[src/hdl/cell_merge_fold_core_defines.svh]
// Assertion macros shared by the cell merge fold RTL
`ifndef CELL_MERGE_FOLD_CORE_DEFINES_SVH
`define CELL_MERGE_FOLD_CORE_DEFINES_SVH

`ifndef SYNTH
// Clocked check, disabled while reset is asserted
`define CMF_ASSERT(lbl, clk, rst_n, prop, msg) \
  lbl: assert property (@(posedge clk) disable iff (!rst_n) prop) else $error(msg);
// Clocked check that also holds during reset
`define CMF_ASSERT_ANY(lbl, clk, prop, msg) \
  lbl: assert property (@(posedge clk) prop) else $error(msg);
`else
`define CMF_ASSERT(lbl, clk, rst_n, prop, msg)
`define CMF_ASSERT_ANY(lbl, clk, prop, msg)
`endif

`endif

[src/hdl/cmf_pkg.sv]
package cmf_pkg;

  localparam int unsigned PolicyW = 3;
  localparam int unsigned ByteW   = 8;
  localparam int unsigned IdentW  = 16;

  // merge rules; codes 6 and 7 behave as latest
  typedef enum logic [PolicyW-1:0] {
    POL_LATEST  = 3'd0,
    POL_OLDEST  = 3'd1,
    POL_AND     = 3'd2,
    POL_OR      = 3'd3,
    POL_XOR     = 3'd4,
    POL_AVERAGE = 3'd5
  } policy_e;

  // one candidate cell, as kept in the accumulator
  typedef struct packed {
    logic [ByteW-1:0]  alpha;
    logic [ByteW-1:0]  blue;
    logic [ByteW-1:0]  green;
    logic [ByteW-1:0]  red;
    logic [ByteW-1:0]  energy;
    logic [ByteW-1:0]  mode;
    logic [IdentW-1:0] ident;
  } cell_t;

  // input word
  typedef struct packed {
    logic [ByteW-1:0]  alpha;
    logic [ByteW-1:0]  blue;
    logic [ByteW-1:0]  green;
    logic [ByteW-1:0]  red;
    logic [ByteW-1:0]  energy;
    logic [ByteW-1:0]  cell_mode;
    logic [IdentW-1:0] ident;
    logic              first;
    logic              last;
    logic              empty_set;
  } cell_in_t;

  // result word
  typedef struct packed {
    logic [ByteW-1:0]  out_alpha;
    logic [ByteW-1:0]  out_blue;
    logic [ByteW-1:0]  out_green;
    logic [ByteW-1:0]  out_red;
    logic [ByteW-1:0]  out_energy;
    logic [ByteW-1:0]  out_mode;
    logic [IdentW-1:0] out_ident;
  } cell_out_t;

  // floor average of two bytes
  function automatic logic [ByteW-1:0] avg8(logic [ByteW-1:0] a, logic [ByteW-1:0] b);
    logic [ByteW:0] sum;
    sum = {1'b0, a} + {1'b0, b};
    return sum[ByteW:1];
  endfunction

  // floor average of two identifiers
  function automatic logic [IdentW-1:0] avg16(logic [IdentW-1:0] a, logic [IdentW-1:0] b);
    logic [IdentW:0] sum;
    sum = {1'b0, a} + {1'b0, b};
    return sum[IdentW:1];
  endfunction

endpackage

[src/hdl/cell_merge_fold_core.sv]
// Flow: a word accepted into the input register is merged from there into the
//   accumulator, and its result (if it ends a set) is loaded into the output register.
// Throughput: one word per cycle while no result waits on a full output register;
//   the merge is one pass of per-field logic between the input register and the accumulator/result registers.
// Reset (rst_ni low, asynchronous): clears the valid flags, the accumulator and the
//   merge policy (latest).
`include "cell_merge_fold_core_defines.svh"

module cell_merge_fold_core (
  input  logic                           clk_i,
  input  logic                           rst_ni,
  // candidate channel
  input  logic                           in_valid_i,
  output logic                           in_ready_o,
  input  cmf_pkg::cell_in_t              in_data_i,
  // result channel
  output logic                           out_valid_o,
  input  logic                           out_ready_i,
  output cmf_pkg::cell_out_t             out_data_o,
  // policy register write
  input  logic                           cfg_valid_i,
  output logic                           cfg_ready_o,
  input  logic [cmf_pkg::PolicyW-1:0]    cfg_data_i
);

  cmf_pkg::policy_e   policy_q;
  logic               s1_valid_q;
  cmf_pkg::cell_in_t  s1_q;
  cmf_pkg::cell_t     acc_q, acc_d;
  cmf_pkg::cell_t     s1_cell, merged;
  logic               out_valid_q, out_valid_d;
  cmf_pkg::cell_out_t out_data_q, out_data_d;
  logic               emits, out_free, s1_adv, out_load, acc_load;

  // policy register, always writable
  assign cfg_ready_o = 1'b1;

  always_ff @(posedge clk_i or negedge rst_ni) begin
    if (!rst_ni) begin
      policy_q <= cmf_pkg::POL_LATEST;
    end else if (cfg_valid_i) begin
      policy_q <= cmf_pkg::policy_e'(cfg_data_i);
    end
  end

  // handshake between input register and result register
  assign emits      = s1_q.last | s1_q.empty_set;
  assign out_free   = ~out_valid_q | out_ready_i;
  assign s1_adv     = s1_valid_q & (out_free | ~emits);
  assign in_ready_o = ~s1_valid_q | s1_adv;
  assign out_load   = s1_adv & emits;
  assign acc_load   = s1_adv & ~s1_q.empty_set;

  // input register
  always_ff @(posedge clk_i or negedge rst_ni) begin
    if (!rst_ni) begin
      s1_valid_q <= 1'b0;
    end else if (in_ready_o) begin
      s1_valid_q <= in_valid_i;
    end
  end

  always_ff @(posedge clk_i) begin
    if (in_valid_i && in_ready_o) begin
      s1_q <= in_data_i;
    end
  end

  // merge of the registered word into the accumulator
  always_comb begin
    s1_cell.alpha  = s1_q.alpha;
    s1_cell.blue   = s1_q.blue;
    s1_cell.green  = s1_q.green;
    s1_cell.red    = s1_q.red;
    s1_cell.energy = s1_q.energy;
    s1_cell.mode   = s1_q.cell_mode;
    s1_cell.ident  = s1_q.ident;
  end

  cmf_merge u_merge (
    .older_i  (acc_q),
    .newer_i  (s1_cell),
    .policy_i (policy_q),
    .merged_o (merged)
  );

  assign acc_d = s1_q.first ? s1_cell : merged;

  always_ff @(posedge clk_i or negedge rst_ni) begin
    if (!rst_ni) begin
      acc_q <= '0;
    end else if (acc_load) begin
      acc_q <= acc_d;
    end
  end

  // result register; an empty set gives the zero cell
  always_comb begin
    if (s1_q.empty_set) begin
      out_data_d = '0;
    end else begin
      out_data_d.out_alpha  = acc_d.alpha;
      out_data_d.out_blue   = acc_d.blue;
      out_data_d.out_green  = acc_d.green;
      out_data_d.out_red    = acc_d.red;
      out_data_d.out_energy = acc_d.energy;
      out_data_d.out_mode   = acc_d.mode;
      out_data_d.out_ident  = acc_d.ident;
    end
  end

  always_comb begin
    out_valid_d = out_valid_q;
    if (out_load) begin
      out_valid_d = 1'b1;
    end else if (out_ready_i) begin
      out_valid_d = 1'b0;
    end
  end

  always_ff @(posedge clk_i or negedge rst_ni) begin
    if (!rst_ni) begin
      out_valid_q <= 1'b0;
    end else begin
      out_valid_q <= out_valid_d;
    end
  end

  always_ff @(posedge clk_i) begin
    if (out_load) begin
      out_data_q <= out_data_d;
    end
  end

  assign out_valid_o = out_valid_q;
  assign out_data_o  = out_data_q;

  // checks
  `CMF_ASSERT(a_nonemit_never_stalls, clk_i, rst_ni, (s1_valid_q && !emits) |-> s1_adv, "word without result stalled")
  `CMF_ASSERT(a_empty_gives_zero, clk_i, rst_ni, (s1_adv && s1_q.empty_set) |=> (out_valid_q && out_data_q == '0), "empty set result not zero")
  `CMF_ASSERT(a_empty_keeps_acc, clk_i, rst_ni, (s1_adv && s1_q.empty_set) |=> $stable(acc_q), "empty set changed accumulator")
  `CMF_ASSERT(a_first_loads_cell, clk_i, rst_ni, (s1_adv && s1_q.first && !s1_q.empty_set) |=> (acc_q == $past(s1_cell)), "first word did not load accumulator")
  `CMF_ASSERT_ANY(a_idle_input_ready, clk_i, !s1_valid_q |-> in_ready_o, "input stalled while input register empty")

endmodule

[src/hdl/cmf_merge.sv]
// Pairwise cell merge: older is the accumulator, newer the incoming cell
module cmf_merge (
  input  cmf_pkg::cell_t   older_i,
  input  cmf_pkg::cell_t   newer_i,
  input  cmf_pkg::policy_e policy_i,
  output cmf_pkg::cell_t   merged_o
);

  always_comb begin
    merged_o = newer_i;
    unique case (policy_i)
      cmf_pkg::POL_OLDEST: begin
        merged_o = older_i;
      end
      cmf_pkg::POL_AND: begin
        merged_o = older_i & newer_i;
      end
      cmf_pkg::POL_OR: begin
        merged_o = older_i | newer_i;
        // mode takes the larger value
        merged_o.mode = (older_i.mode > newer_i.mode) ? older_i.mode : newer_i.mode;
      end
      cmf_pkg::POL_XOR: begin
        merged_o = older_i ^ newer_i;
        merged_o.mode = '0;
      end
      cmf_pkg::POL_AVERAGE: begin
        merged_o.alpha  = cmf_pkg::avg8(older_i.alpha, newer_i.alpha);
        merged_o.blue   = cmf_pkg::avg8(older_i.blue, newer_i.blue);
        merged_o.green  = cmf_pkg::avg8(older_i.green, newer_i.green);
        merged_o.red    = cmf_pkg::avg8(older_i.red, newer_i.red);
        merged_o.energy = cmf_pkg::avg8(older_i.energy, newer_i.energy);
        merged_o.mode   = older_i.mode;
        merged_o.ident  = cmf_pkg::avg16(older_i.ident, newer_i.ident);
      end
      default: begin
        // latest, and the unused codes
        merged_o = newer_i;
      end
    endcase
  end

endmodule
[config.mk]
export PLATFORM = sky130hd
export DESIGN_NAME = cell_merge_fold_core
export DESIGN_NICKNAME = d
export VERILOG_FILES = /design/src/hdl/cmf_pkg.sv /design/src/hdl/cell_merge_fold_core.sv /design/src/hdl/cmf_merge.sv
export VERILOG_INCLUDE_DIRS = /design/src /design/src/hdl
export SDC_FILE = /design/constraint.sdc
export NUM_CORES = 1
export LEC_CHECK = 0
export BUFFER_PORTS_ARGS = -buffer_cell sky130_fd_sc_hd__buf_2
export CORE_ASPECT_RATIO = 1.25
export CORE_MARGIN = 1.5
export CORE_UTILIZATION = 40
export CTS_BUF_LIST = sky130_fd_sc_hd__clkbuf_2 sky130_fd_sc_hd__clkbuf_4 sky130_fd_sc_hd__clkbuf_8
export DETAILED_ROUTE_END_ITERATION = 16
export PLACE_DENSITY = 0.63
export SLEW_MARGIN = 10
export SYNTH_ARGS = -nofsm -noshare
export SYNTH_HDL_FRONTEND = slang
export SYNTH_SLANG_ARGS = --single-unit
[constraint.sdc]
create_clock -name clk_i -period 7.47 [get_ports clk_i]
set_input_delay 0.3735 -clock clk_i [delete_from_list [all_inputs] [get_ports clk_i]]
set_output_delay 0.3735 -clock clk_i [all_outputs]
set_load 0.01 [all_outputs]
==> results.txt <==
# Max-Cap Violations: 0
Crit path time final: 3.45 ns
Depth of the CTS H-tree: 4
Area share of the largest cell type after synthesis: 0.282
Number of enable flip-flop cells after synthesis: 131
Flop-to-flop setup slack: 4.02 ns
Worst-case setup slack after placement: 4.08 ns
Share of post-route cells with drive strength above 1: 0.134
Post-CTS sizing: 0
Outcome: finished, final reports clean
Sequential cell area fraction in the yosys report: 0.406
CP Class: flip-flop to flip-flop
Number of buffers added by the clock tree synthesis step: 17
Synth Area in XOR/XNOR: 0.0157
Chip height: 212 µm
Avg Synthesized Cell Area: 9.10 µm²
Critical Path Max Stage Delay: 0.82 ns
Initial cell density of the core: 0.405
Area after DPL: 14,900 µm²
Unrepaired setup endpoints after global routing: no
Library cell with the largest summed area after synthesis: sky130_fd_sc_hd__edfxtp_1
Avg WL per Cell: 18.6 µm
Post-layout net count: 1,877
Clock Sink Count: 200
Antenna violations before repair: 1
Die outline area: 36,000 µm²
Reported leakage power: 6.70 nW
Proportion of register bits with asynchronous set or reset after synthesis: 0.345
Worst endpoint data arrival time: 3.70 ns
WP buf/inv: 2
Total Wirelength: 40.0 mm
Root buf cell: sky130_fd_sc_hd__clkbuf_8
Startpoint of the lowest-slack register-to-register path: policy_q[1]
Most used cell along the critical path: sky130_fd_sc_hd__buf_4
Final count of negative-setup-slack endpoints: 0
Combinational family with the most area after synthesis: compound AO/OA/AOI/OAI gates
Normalized max-slew margin: 0.213
Synthesis-stage register bit count: 200
Number of instances on the worst hold path: 1
Most frequent cell after synthesis: sky130_fd_sc_hd__a21oi_1
Max rail drop VDD: 113 µV
Final hold violation count: 0
Number of cells after detailed placement: 2,063
Mux share of post-synthesis cell area: 0.0228
Crit path cell chain: buf_4 -> buf_4 -> nor2b_2 -> o21ai_0 -> o21a_1 -> o32ai_1 -> nand4_1 -> nor2b_1
Source of the worst hold timing path: in_data_i[5]
Synthesized area: 14,000 µm²
Worst-skew pair later-pin latency: 0.53 ns
Via count of the first global-routing pass: 11,856
Distinct cell type count of the synthesized netlist: 79
Storage cell area: 5660 µm²
Number of iterations in the first detailed-routing pass: 5
Total negative slack for setup checks: 0 ns
Multi-input gate area in the final layout: 7320 µm²
Post-layout util: 0.461
Drt initial violations: 890
Area contributors post-synth: sky130_fd_sc_hd__edfxtp_1 (28%), sky130_fd_sc_hd__dfrtp_1 (12%), sky130_fd_sc_hd__ha_1 (11%), sky130_fd_sc_hd__a21oi_1 (5.0%), sky130_fd_sc_hd__o21ai_0 (4.9%)
Period utilisation layout: 0.461
Area growth, synth to finish: 13.7%
Depth of the most critical reg-to-reg path: 8
Number of buffers added on ports: 140
Kind of end point of the critical path: flip-flop
Final slew viol count: 0
Final GP Congestion: 0.836
Area share of and/or/nand/nor cells after synthesis: 0.132
Routed vias: 11,965
Max stage delay cell, worst path: sky130_fd_sc_hd__nor2b_2
HP Class: input pin to flip-flop
Least-Margin Pin Slew: 1.18 ns
Total power per unit cell area: 231 nW/µm²
Maximum frequency from static timing analysis: 290 MHz
Die width: 170 µm
Number of standard cells in the final layout excluding fillers: 2,150
Critical-path maximum fanout: 58
Layout Cell Area excl Fill: 15,900 µm²
Compound-Gate Fraction of Synth Area: 0.228
Reg-to-reg critical path endpoint: out_data_o[14]
Site row count: 76
Sum of net half-perimeters after detailed placement: 24.8 mm
Top_reg_cell synth: sky130_fd_sc_hd__edfxtp_1
DRC: 0
Post-synthesis net count: 1,743
Most common library cells after synthesis: sky130_fd_sc_hd__a21oi_1 (139), sky130_fd_sc_hd__inv_1 (138), sky130_fd_sc_hd__nand2_1 (136), sky130_fd_sc_hd__o21ai_0 (136), sky130_fd_sc_hd__edfxtp_1 (131)
Setup Fix Bufs, Post-CTS: 0
Fillers: 3,379
Wire length of the first global-routing pass: 62.7 mm
Maximum buffer depth of the clock tree: 2
Total gr overflow: 0
Data required time of the critical path: 7.73 ns
Worst Slack Setup Final: 4.02 ns
Number of warnings issued by yosys: 0
Clock transition at the registers of the reported paths: 0.11 ns
Number of nets still failing antenna checks after routing: 0
Floorplan core area: 34,400 µm²
Post-detailed-route via-to-cell ratio: 5.57
Worst setup SP type: flip-flop
Hold path endpoint: s1_cell[2]
Adder-cell share of the synthesized area: 0.123
Final Skew: 0.0224 ns
Total routing resource utilization after global routing: 0.226
Syn Inst Count: 1,534
I/O pin count: 142
Pin count of the biggest net entering global routing: 99
Largest delay share family, worst path: simple AND/OR/NAND/NOR gates
CTS tree: built
layer usage:
layer | vias to the layer above | share of wire | track usage
met2 | 353 | 0.49 | 0.389
met3 | 55 | 0.049 | 0.0325
li1 | 5736 | - | -
met4 | 0 | 0.025 | 0.0909
met1 | 5821 | 0.44 | 0.284
met5 | - | 0 | 0
worst register-to-register path: cells and delay by family, from the launching register on:
| kind | cells | cell delay [ns] |
|---|---|---|
| AND/OR/NAND/NOR | 3 | 1.17 |
| buffers and inverters | 2 | 1.04 |
| AO/OA/AOI/OAI | 3 | 0.61 |
| flip-flops | 1 | 0.36 |
worst max path at each step:
stage	cells after the start	slack (ns)	from	to
4_1_cts	8	4.08	policy_q[1]	out_data_o[14]
6_report	8	4.02	policy_q[1]	out_data_o[14]
2_1_floorplan	4	3.04	s1_q[0]	s1_cell[0]
5_1_grt	8	3.80	policy_q[1]	out_data_o[50]
3_3_place_gp	8	4.15	policy_q[1]	out_data_o[14]
3_5_place_dp	8	4.08	policy_q[1]	out_data_o[14]
cells by family (layout without fill, tap and decap cells):
logic type / after synthesis / in the layout
adder cells (fa/ha/maj): 134 / 134
AO/OA/AOI/OAI: 508 / 508
flip-flops: 200 / 200
AND/OR/NAND/NOR: 399 / 399
XOR/XNOR: 25 / 25
other: 1 / 2
multiplexers: 31 / 31
buffers and inverters: 236 / 383
power by group:
group	switching (mW)	internal, mW	total [mW]
clock network	0.441	0.298	0.739
logic	0.854	0.571	1.42
registers	0.145	1.36	1.50
layout by cell type (no fill, tap or decap), drive strengths merged, types with 7 or more instances in the layout:
master	n
buf	158
o21ai	152
inv	148
a21oi	141
nand2	138
edfxtp	131
nor2	129
ha	128
dfrtp	69
dlygate4sd3	54
nor3	36
a22oi	32
a211oi	28
nor2b	27
mux2i	25
o211ai	23
clkbuf	20
o22ai	19
o31ai	17
o21a	15
nand3	15
nand2b	14
a31oi	14
xnor2	13
xor2	12
a21o	12
nor4b	10
a221oi	8
or3	7
a22o	7
flip-flops by register name, summed over array words and instances, names as in the netlist:
signal       flops
out_data_o      64
policy_q         3
out_valid_o      1
acc_q           64
s1_valid_q       1
s1_q             3
s1_cell         64
repair_timing:
item | in CTS | in global routing
hold buffers | 54 | 0
endpoints found under the hold margin | 86 | 0
setup endpoints to repair | 0 | 0
area by class of cell:
type / instances / share of cell area
Tap cell: 468 / 0.0369
Timing Repair Buffer: 212 / 0.0869
Inverter: 139 / 0.0329
Sequential cell: 200 / 0.357
Clock inverter: 12 / 0.00812
Clock buffer: 20 / 0.0169
Multi-Input combinational cell: 1098 / 0.461
Antenna cell: 1 / 0.000158
per-stage QoR:
stage	total power [mW]	hold WS [ns]
after CTS	3.68	0.000441
after floorplan	2.55	0.0779
after global placement	2.87	0.397
after detailed placement	2.91	0.404
final	3.66	0.0320
after global routing	3.91	0.0126
Power figures use the tool's default switching activity.
